`config.mk`:
```
export PLATFORM = sky130hd
export DESIGN_NAME = multi_channel_heartbeat_watchdog_core_flat
export DESIGN_NICKNAME = d
export VERILOG_FILES = /design/src/design/mchw_pkg.sv /design/src/design/mchw_if.sv /design/src/design/mchw_step.sv /design/src/design/multi_channel_heartbeat_watchdog_core.sv /design/src/flat_wrapper.sv
export SDC_FILE = /design/constraint.sdc
export NUM_CORES = 1
export LEC_CHECK = 0
export BUFFER_PORTS_ARGS = -buffer_cell sky130_fd_sc_hd__buf_2
export CORE_MARGIN = 1.5
export CORE_UTILIZATION = 30
export CTS_CLUSTER_SIZE = 30
export DETAILED_ROUTE_END_ITERATION = 7
export PLACE_DENSITY = 0.41
export SETUP_SLACK_MARGIN = 0.15
export SYNTH_ARGS = -nofsm -noshare
export SYNTH_HDL_FRONTEND = slang
export SYNTH_SLANG_ARGS = --single-unit
```
`constraint.sdc`:
```
create_clock -name clk -period 11 [get_ports clk]
set_input_delay 1.1 -clock clk [delete_from_list [all_inputs] [get_ports clk]]
set_output_delay 1.1 -clock clk [all_outputs]
set_load 0.02 [all_outputs]
```
`src/design/mchw_pkg.sv`:
```
// shared types, constants and register codes for the heartbeat watchdog
package mchw_pkg;

  // channel count and the mask of monitored check-in bits
  localparam int unsigned CHANNELS  = 4;
  localparam int unsigned CHECKIN_W = 4;
  localparam logic [CHECKIN_W-1:0] MON_MASK =
    CHECKIN_W'((64'd1 << CHANNELS) - 64'd1);

  // counter and register widths
  localparam int unsigned TICK_W  = 16;
  localparam int unsigned PULSE_W = 8;
  localparam int unsigned HALF_W  = PULSE_W + 1;
  localparam int unsigned CFG_IDX_W  = 3;
  localparam int unsigned CFG_DATA_W = 16;

  // phase codes
  localparam logic [1:0] PH_STARTUP = 2'd0;
  localparam logic [1:0] PH_WINDOW  = 2'd1;
  localparam logic [1:0] PH_BLINK   = 2'd2;
  localparam logic [1:0] PH_PAUSE   = 2'd3;

  // register indexes
  localparam logic [CFG_IDX_W-1:0] REG_STARTUP = 3'd0;
  localparam logic [CFG_IDX_W-1:0] REG_WINDOW  = 3'd1;
  localparam logic [CFG_IDX_W-1:0] REG_HALF    = 3'd2;
  localparam logic [CFG_IDX_W-1:0] REG_PULSES  = 3'd3;
  localparam logic [CFG_IDX_W-1:0] REG_PAUSE   = 3'd4;

  // register reset values
  localparam logic [TICK_W-1:0]  RST_STARTUP = 16'd2000;
  localparam logic [TICK_W-1:0]  RST_WINDOW  = 16'd2000;
  localparam logic [TICK_W-1:0]  RST_HALF    = 16'd100;
  localparam logic [PULSE_W-1:0] RST_PULSES  = 8'd10;
  localparam logic [TICK_W-1:0]  RST_PAUSE   = 16'd500;

  typedef struct packed {
    logic [TICK_W-1:0]  startup_ticks;
    logic [TICK_W-1:0]  window_ticks;
    logic [TICK_W-1:0]  blink_half_ticks;
    logic [PULSE_W-1:0] blink_pulses;
    logic [TICK_W-1:0]  pause_ticks;
  } cfg_t;

  typedef struct packed {
    logic [1:0]           phase;
    logic [TICK_W-1:0]    tick_count;
    logic [CHECKIN_W-1:0] seen_mask;
    logic [CHECKIN_W-1:0] latched_fault;
    logic [HALF_W-1:0]    half_count;
  } wd_state_t;

  typedef struct packed {
    logic [CHECKIN_W-1:0] fault_mask;
    logic                 indicator_on;
    logic                 blinking;
    logic                 window_open;
  } result_t;

endpackage

```
`src/design/mchw_if.sv`:
```
// request channel interfaces for tick input and status output
interface mchw_in_if import mchw_pkg::*; ();
  logic                 valid;
  logic                 ready;
  logic [CHECKIN_W-1:0] checkin;

  modport source (output valid, output checkin, input ready);
  modport sink   (input valid, input checkin, output ready);
endinterface

interface mchw_out_if import mchw_pkg::*; ();
  logic                 valid;
  logic                 ready;
  logic [CHECKIN_W-1:0] fault_mask;
  logic                 indicator_on;
  logic                 blinking;
  logic                 window_open;

  modport source (output valid, output fault_mask, output indicator_on,
                  output blinking, output window_open, input ready);
  modport sink   (input valid, input fault_mask, input indicator_on,
                  input blinking, input window_open, output ready);
endinterface

```
`src/design/mchw_step.sv`:
```
// next-state and status logic for one tick of the watchdog
module mchw_step import mchw_pkg::*; (
  input  cfg_t                 cfg,
  input  wd_state_t            cur,
  input  logic [CHECKIN_W-1:0] checkin,
  output wd_state_t            nxt,
  output result_t              res
);

  logic [CHECKIN_W-1:0] chk;
  logic [CHECKIN_W-1:0] seen_new;
  logic [TICK_W-1:0]    tick_inc;
  logic [HALF_W-1:0]    half_inc;
  logic [TICK_W-1:0]    win_eff;
  logic [TICK_W-1:0]    half_eff;
  logic [PULSE_W-1:0]   pulses_eff;
  logic [HALF_W-1:0]    half_limit;
  wd_state_t            st;

  // zero window, blink half and pulse settings count as one
  assign win_eff    = (cfg.window_ticks == '0) ? TICK_W'(1) : cfg.window_ticks;
  assign half_eff   = (cfg.blink_half_ticks == '0) ? TICK_W'(1) : cfg.blink_half_ticks;
  assign pulses_eff = (cfg.blink_pulses == '0) ? PULSE_W'(1) : cfg.blink_pulses;
  assign half_limit = {pulses_eff, 1'b0};

  assign chk = checkin & MON_MASK;

  // startup or pause that ran out opens the window first
  always_comb begin
    st = cur;
    if ((cur.phase == PH_STARTUP && cur.tick_count >= cfg.startup_ticks) ||
        (cur.phase == PH_PAUSE && cur.tick_count >= cfg.pause_ticks)) begin
      st.phase      = PH_WINDOW;
      st.tick_count = '0;
      st.seen_mask  = '0;
    end
  end

  assign tick_inc = st.tick_count + TICK_W'(1);
  assign half_inc = st.half_count + HALF_W'(1);
  assign seen_new = (st.seen_mask | chk) & MON_MASK;

  // phase update
  always_comb begin
    nxt              = st;
    res.indicator_on = 1'b0;
    res.blinking     = 1'b0;
    res.window_open  = 1'b0;
    case (st.phase)
      PH_STARTUP, PH_PAUSE: begin
        nxt.tick_count = tick_inc;
      end
      PH_WINDOW: begin
        res.window_open = 1'b1;
        nxt.seen_mask   = seen_new;
        nxt.tick_count  = tick_inc;
        if (seen_new == MON_MASK) begin
          nxt.phase      = PH_PAUSE;
          nxt.tick_count = '0;
        end else if (tick_inc >= win_eff) begin
          nxt.latched_fault = MON_MASK & ~seen_new;
          nxt.phase         = PH_BLINK;
          nxt.tick_count    = '0;
          nxt.half_count    = '0;
        end
      end
      PH_BLINK: begin
        res.blinking     = 1'b1;
        res.indicator_on = ~st.half_count[0];
        nxt.tick_count   = tick_inc;
        if (tick_inc >= half_eff) begin
          nxt.tick_count = '0;
          nxt.half_count = half_inc;
          if (half_inc >= half_limit) begin
            nxt.phase      = PH_PAUSE;
            nxt.half_count = '0;
          end
        end
      end
      default: begin
        nxt = st;
      end
    endcase
    res.fault_mask = nxt.latched_fault;
  end

endmodule

```
`src/design/multi_channel_heartbeat_watchdog_core.sv`:
```
// Multi-channel heartbeat watchdog core.
// Each request on in_ch is one tick carrying the checkin mask of the channels
// seen in that tick. Each tick yields exactly one status request on out_ch:
// fault_mask, indicator_on, blinking and window_open for the tick just handled.
// The block runs startup delay, check-in window, fault blink and pause phases,
// all counted in ticks, never in clock cycles.
// A tick accepted on in_ch is held in the tick register, then handled, and its
// status is written to the status register, from which it is offered on out_ch.
// Throughput: one tick per cycle while out_ch does not stall; the tick register and the status register
// form a two-stage pipeline, and the whole phase update is one pass of
// compares and counter increments between them.
// When out_ch stalls, the status register holds, the tick register fills, and
// in_ch.ready drops until the status request is taken.
// Reset (rst_n low, synchronous) empties both stages, loads the register
// defaults and puts the block in the startup delay with a zero fault mask.
// cfg_we writes register cfg_index with cfg_wdata; unused indexes are ignored.
module multi_channel_heartbeat_watchdog_core import mchw_pkg::*; (
  input  logic                  clk,
  input  logic                  rst_n,
  mchw_in_if.sink               in_ch,
  mchw_out_if.source            out_ch,
  input  logic                  cfg_we,
  input  logic [CFG_IDX_W-1:0]  cfg_index,
  input  logic [CFG_DATA_W-1:0] cfg_wdata
);

  cfg_t                 cfg_r;
  wd_state_t            state_r;
  wd_state_t            state_nxt;
  result_t              res_nxt;
  result_t              res_r;
  logic                 s1_valid_r;
  logic [CHECKIN_W-1:0] s1_checkin_r;
  logic                 out_valid_r;
  logic                 advance;

  // pipeline handshake
  assign advance      = s1_valid_r && (!out_valid_r || out_ch.ready);
  assign in_ch.ready  = !s1_valid_r || advance;

  // configuration registers
  always_ff @(posedge clk) begin
    if (!rst_n) begin
      cfg_r.startup_ticks    <= RST_STARTUP;
      cfg_r.window_ticks     <= RST_WINDOW;
      cfg_r.blink_half_ticks <= RST_HALF;
      cfg_r.blink_pulses     <= RST_PULSES;
      cfg_r.pause_ticks      <= RST_PAUSE;
    end else if (cfg_we) begin
      case (cfg_index)
        REG_STARTUP: cfg_r.startup_ticks    <= cfg_wdata;
        REG_WINDOW:  cfg_r.window_ticks     <= cfg_wdata;
        REG_HALF:    cfg_r.blink_half_ticks <= cfg_wdata;
        REG_PULSES:  cfg_r.blink_pulses     <= cfg_wdata[PULSE_W-1:0];
        REG_PAUSE:   cfg_r.pause_ticks      <= cfg_wdata;
        default: ;
      endcase
    end
  end

  // tick register
  always_ff @(posedge clk) begin
    if (!rst_n) begin
      s1_valid_r <= 1'b0;
    end else if (in_ch.ready) begin
      s1_valid_r <= in_ch.valid;
    end
  end

  always_ff @(posedge clk) begin
    if (in_ch.valid && in_ch.ready) begin
      s1_checkin_r <= in_ch.checkin;
    end
  end

  // phase logic
  mchw_step u_step (
    .cfg     (cfg_r),
    .cur     (state_r),
    .checkin (s1_checkin_r),
    .nxt     (state_nxt),
    .res     (res_nxt)
  );

  always_ff @(posedge clk) begin
    if (!rst_n) begin
      state_r <= '{phase: PH_STARTUP, tick_count: '0, seen_mask: '0,
                   latched_fault: '0, half_count: '0};
    end else if (advance) begin
      state_r <= state_nxt;
    end
  end

  // status register
  always_ff @(posedge clk) begin
    if (!rst_n) begin
      out_valid_r <= 1'b0;
    end else if (advance) begin
      out_valid_r <= 1'b1;
    end else if (out_ch.ready) begin
      out_valid_r <= 1'b0;
    end
  end

  always_ff @(posedge clk) begin
    if (advance) begin
      res_r <= res_nxt;
    end
  end

  assign out_ch.valid        = out_valid_r;
  assign out_ch.fault_mask   = res_r.fault_mask;
  assign out_ch.indicator_on = res_r.indicator_on;
  assign out_ch.blinking     = res_r.blinking;
  assign out_ch.window_open  = res_r.window_open;

  // blinking only follows a window that missed a channel
  a_blink_has_fault: assert property (@(posedge clk) disable iff (!rst_n)
    state_r.phase == PH_BLINK |-> state_r.latched_fault != '0)
    else $error("blink phase with empty fault mask");

  // a complete window never stays open
  a_window_incomplete: assert property (@(posedge clk) disable iff (!rst_n)
    state_r.phase == PH_WINDOW |-> state_r.seen_mask != MON_MASK)
    else $error("window open with every channel seen");

  // status flags are mutually consistent
  a_status_flags: assert property (@(posedge clk) disable iff (!rst_n)
    out_valid_r |-> !(res_r.blinking && res_r.window_open) &&
                    (!res_r.indicator_on || res_r.blinking))
    else $error("inconsistent status flags");

  // state only moves when a tick is handled
  a_state_hold: assert property (@(posedge clk) disable iff (!rst_n)
    !advance |=> $stable(state_r))
    else $error("watchdog state changed without a tick");

endmodule

```
`src/flat_wrapper.sv`:
```
// flat-port wrapper written by rule: the top's interface ports become plain ports
module multi_channel_heartbeat_watchdog_core_flat import mchw_pkg::*;
  (clk, rst_n, cfg_we, cfg_index, cfg_wdata, in_ch_valid, in_ch_checkin, in_ch_ready, out_ch_valid, out_ch_fault_mask, out_ch_indicator_on, out_ch_blinking, out_ch_window_open, out_ch_ready);
  mchw_in_if in_ch_i ();
  mchw_out_if out_ch_i ();
  input  logic clk;
  input  logic rst_n;
  input  logic cfg_we;
  input  logic [CFG_IDX_W-1:0] cfg_index;
  input  logic [CFG_DATA_W-1:0] cfg_wdata;
  input wire logic [$bits(in_ch_i.valid)-1:0] in_ch_valid;
  input wire logic [$bits(in_ch_i.checkin)-1:0] in_ch_checkin;
  output wire logic [$bits(in_ch_i.ready)-1:0] in_ch_ready;
  output wire logic [$bits(out_ch_i.valid)-1:0] out_ch_valid;
  output wire logic [$bits(out_ch_i.fault_mask)-1:0] out_ch_fault_mask;
  output wire logic [$bits(out_ch_i.indicator_on)-1:0] out_ch_indicator_on;
  output wire logic [$bits(out_ch_i.blinking)-1:0] out_ch_blinking;
  output wire logic [$bits(out_ch_i.window_open)-1:0] out_ch_window_open;
  input wire logic [$bits(out_ch_i.ready)-1:0] out_ch_ready;
  assign in_ch_i.valid = in_ch_valid;
  assign in_ch_i.checkin = in_ch_checkin;
  assign in_ch_ready = in_ch_i.ready;
  assign out_ch_valid = out_ch_i.valid;
  assign out_ch_fault_mask = out_ch_i.fault_mask;
  assign out_ch_indicator_on = out_ch_i.indicator_on;
  assign out_ch_blinking = out_ch_i.blinking;
  assign out_ch_window_open = out_ch_i.window_open;
  assign out_ch_i.ready = out_ch_ready;
  multi_channel_heartbeat_watchdog_core u_core (.clk(clk), .rst_n(rst_n), .in_ch(in_ch_i), .out_ch(out_ch_i), .cfg_we(cfg_we), .cfg_index(cfg_index), .cfg_wdata(cfg_wdata));
endmodule
```
==> summary.md <==
| Metric | Value |
|---|---|
| Filler-free cell count of the finished design | `1171` |
| CP endpoint | `u_core.out_ch.fault_mask[2]` |
| Crit path arrival time | `between 6000 and 7000 ps` |
| GRT overflow | `0` |
| Post-Syn Area per Cell | `between 8 and 9 um2` |
| Placed cell area | `0.00736 mm2` |
| Sink Count | `between 100 and 150` |
| Outcome | `completed` |
| Crit-path max FO | `14` |
| Post-synthesis sequential area ratio | `around 36%` |
| Unrepaired setup endpoints after global routing | `no` |
| Cell taking the most area after synthesis | `dfxtp_1` |
| Num CTS Buffers | `17` |
| Final period util | `55.1%` |
| Worst slack, placed | `~5000 ps` |
| Max Clock Skew | `roughly 8.8 ps` |
| Share of layout cells above drive strength 1 | `a little over a tenth` |
| Cts hold-fix bufs | `0` |
| Initial antenna violation count | `0` |
| DRT iter0 DRCs | `between 300 and 400` |
| Asr flop ratio synth | `0%` |
| Post-DP HPWL | `~15 mm` |
| Critical Path Source Type | `register` |
| Worst relative slew slack | `37.7%` |
| Crit end category | `register` |
| Die X | `about 150 um` |
| Ant. Diodes | `0` |
| Setup TNS | `0 ps` |
| Routed Antenna Nets | `0` |
| Cell mode on critical path | `ha_1` |
| Post-synth top flop | `dfxtp_1` |
| Register bit total from synthesis | `120` |
| CTS tree | `built` |
| Number of enable flip-flop cells after synthesis | `11` |
| Reg clk slew, reported paths | `approximately 60 ps` |
| Post-CTS Resized | `0` |
| # H-tree levels | `4` |
| Core box area | `between 0.02 and 0.025 mm2` |
| Vias per std cell | `~5.0` |
| DRC | `0` |
| Final setup vio count | `0` |
| Initial Util | `30.6%` |
| Initial DRT Pass Iterations | `5` |
| Clk_lat worst skew | `approximately 420 ps` |
| Synthesized area | `a little under 0.007 mm2` |
| Final design utilization | `a little over a third` |
| Die area | `around 0.024 mm2` |
| Max-Cap Viols | `0` |
| Global Route Usage Sum | `a little under a fifth` |
| Count of cell types in the netlist | `between 60 and 70` |
| Total Routed Length | `approximately 21 mm` |
| Post-route cell area | `roughly 0.008 mm2` |
| Reg-to-reg endpoint | `u_core.out_ch.fault_mask[2]` |
| Min Hold Slack | `approximately 450 ps` |
| Final Power | `around 1.1 mW` |
| Dpl cells | `about 1100` |
| Max Clk Rate | `approximately 160 MHz` |
| Syn. warnings | `0` |
| Area grow syn2layout | `16.1%` |
| Routed wire length per instance | `approximately 18 um` |
| Final Hold Fails | `0` |
| Worst Setup SP | `u_core.state_r[19]` |
| Via count | `around 6000` |
| R2R depth | `21` |
| Post-Syn Nets | `~940` |
| Maximum vdd drop | `around 0.078 mV` |
| Leak | `around 3.4 nW` |
| Crit path largest cell delay | `around 600 ps` |
| Final max-slew violation count | `0` |
| Worst Path Class, Setup | `reg -> reg` |
| Top-area cell type share of the netlist area | `a little under a third` |
| First-pass GRT wire length | `about 33 mm` |
| Vias in the first global route | `5720` |
| Die Ht | `roughly 150 um` |
| Largest net degree at the start of global routing | `slightly below 60` |
| Final worst slack | `slightly below 5000 ps` |
| Fin crit period | `6070 ps` |
| Post-Syn Instances | `840` |
| IO Count | `37` |
| Count leader, synth | `nand2_1` |
| Top cells by count, synth | `nand2_1 (165), dfxtp_1 (109), inv_1 (84)` |
| HP Class | `reg -> reg` |
| Placer Congestion | `~0.81` |
| CTS max path bufs | `2` |
| Worst slew pin tran | `between 900 and 1000 ps` |
| CTS root buffer | `clkbuf_16` |
| Critical Path RT | `11170 ps` |
| Synth top area cells | `dfxtp_1 (32%), ha_1 (13%), nand2_1 (9.0%)` |
| Rows | `55` |
| NumNets Final | `975` |
| Slowest cell on crit path | `o21ai_0` |
| R2R setup slack | `roughly 4900 ps` |
| IO buf count | `36` |
| Post-CTS Setup Bufs | `0` |
| Reg2reg start | `u_core.state_r[19]` |
| CP Cell Sequence | `ha_1, a211oi_1, o21ai_1, a21oi_1, o21a_1, o21ai_0, buf_4, nor2_1, ha_1, nand4_1, nor3_1, nand2_1, xor2_1, nor2_1, ha_1, nand4_1, a211oi_1, o41ai_1, o21ai_0, o211ai_1, mux2_2` |
| Cell Pwr Density | `around 140 mW/mm2` |
-- placed cells by master, fill, tap and decap left out, drive strengths merged, types with 8 or more instances in the layout --
| master | instances |
|---|---|
| a21oi | 78 |
| o211ai | 32 |
| ha | 74 |
| buf | 43 |
| nand2b | 9 |
| a221o | 11 |
| a21o | 10 |
| nand4 | 8 |
| and3 | 11 |
| inv | 86 |
| dfxtp | 109 |
| o21ai | 19 |
| nand2 | 165 |
| nor3 | 21 |
| nor4 | 14 |
| nand3 | 19 |
| nor2 | 36 |
| edfxtp | 11 |
| clkbuf | 20 |
| xnor2 | 12 |
-- per-layer routing --
layer / up-vias / part of all wire (%) / track usage, %
li1: 3019 / - / -
met1: 2768 / 50 / 25.1
met2: 99 / 46 / 29.2
met3: 10 / 3.6 / 3.56
met4: 0 / 0.69 / 3.80
met5: - / 0 / 0
-- sequential cells by signal, indices dropped and copies added, names as in the netlist --
signal / cells
u_core.s1_checkin_r: 4
u_core.out_ch.window_open: 1
u_core.s1_valid_r: 1
u_core.out_ch.blinking: 1
u_core.cfg_r: 72
u_core.out_ch.valid: 1
u_core.state_r: 35
u_core.out_ch.indicator_on: 1
u_core.out_ch.fault_mask: 4
-- how the worst min path moves through the flow --
stage | start | to | slack [ps] | cells past startpoint
4_1_cts | u_core.cfg_r[58] | u_core.cfg_r[58] | 460 | 2
5_1_grt | u_core.cfg_r[23] | u_core.cfg_r[23] | 470 | 2
3_5_place_dp | u_core.cfg_r[58] | u_core.cfg_r[58] | 450 | 2
3_3_place_gp | u_core.cfg_r[71] | u_core.cfg_r[71] | 440 | 2
2_1_floorplan | u_core.state_r[10] | u_core.state_r[10] | 430 | 2
6_report | u_core.cfg_r[58] | u_core.cfg_r[58] | 450 | 2
-- logic make-up (layout without fill, tap and decap cells) --
kind of cell | after synthesis | after routing | synth area share (%)
xor gates and xnor gates | 19 | 19 | 2.41
adders and majority gates | 74 | 74 | 13.4
buffers and inverters | 115 | 161 | 6.55
muxes | 8 | 8 | 1.23
DFF | 120 | 120 | 36.4
and+or+nand+nor | 305 | 305 | 20.0
AOI/OAI and AO/OA | 199 | 199 | 19.9
-- critical path, delay by kind of cell (launching register included) --
family	cells	cell delay, ps
adders and majority gates	3	890
buffers and inverters	1	200
and+or+nand+nor	6	1210
AOI/OAI and AO/OA	9	2420
xor gates and xnor gates	1	200
muxes	1	380
DFF	1	500
-- cell type report --
cell class,count,area (um2)
repair buffers,43,233
inverters,86,325
clock inverters,12,199
multi-input cells,605,3940
clock buffers,20,447
well taps,285,357
fillers,2400,14600
flip-flops and latches,120,2510
-- power by group --
group | total [mW] | internal (mW) | switching [mW]
clock network | 0.618 | 0.407 | 0.210
logic | 0.0722 | 0.0225 | 0.0497
registers | 0.458 | 0.451 | 0.00674
total | 1.15 | 0.881 | 0.267
No activity file was read; power rests on OpenSTA's default activity.
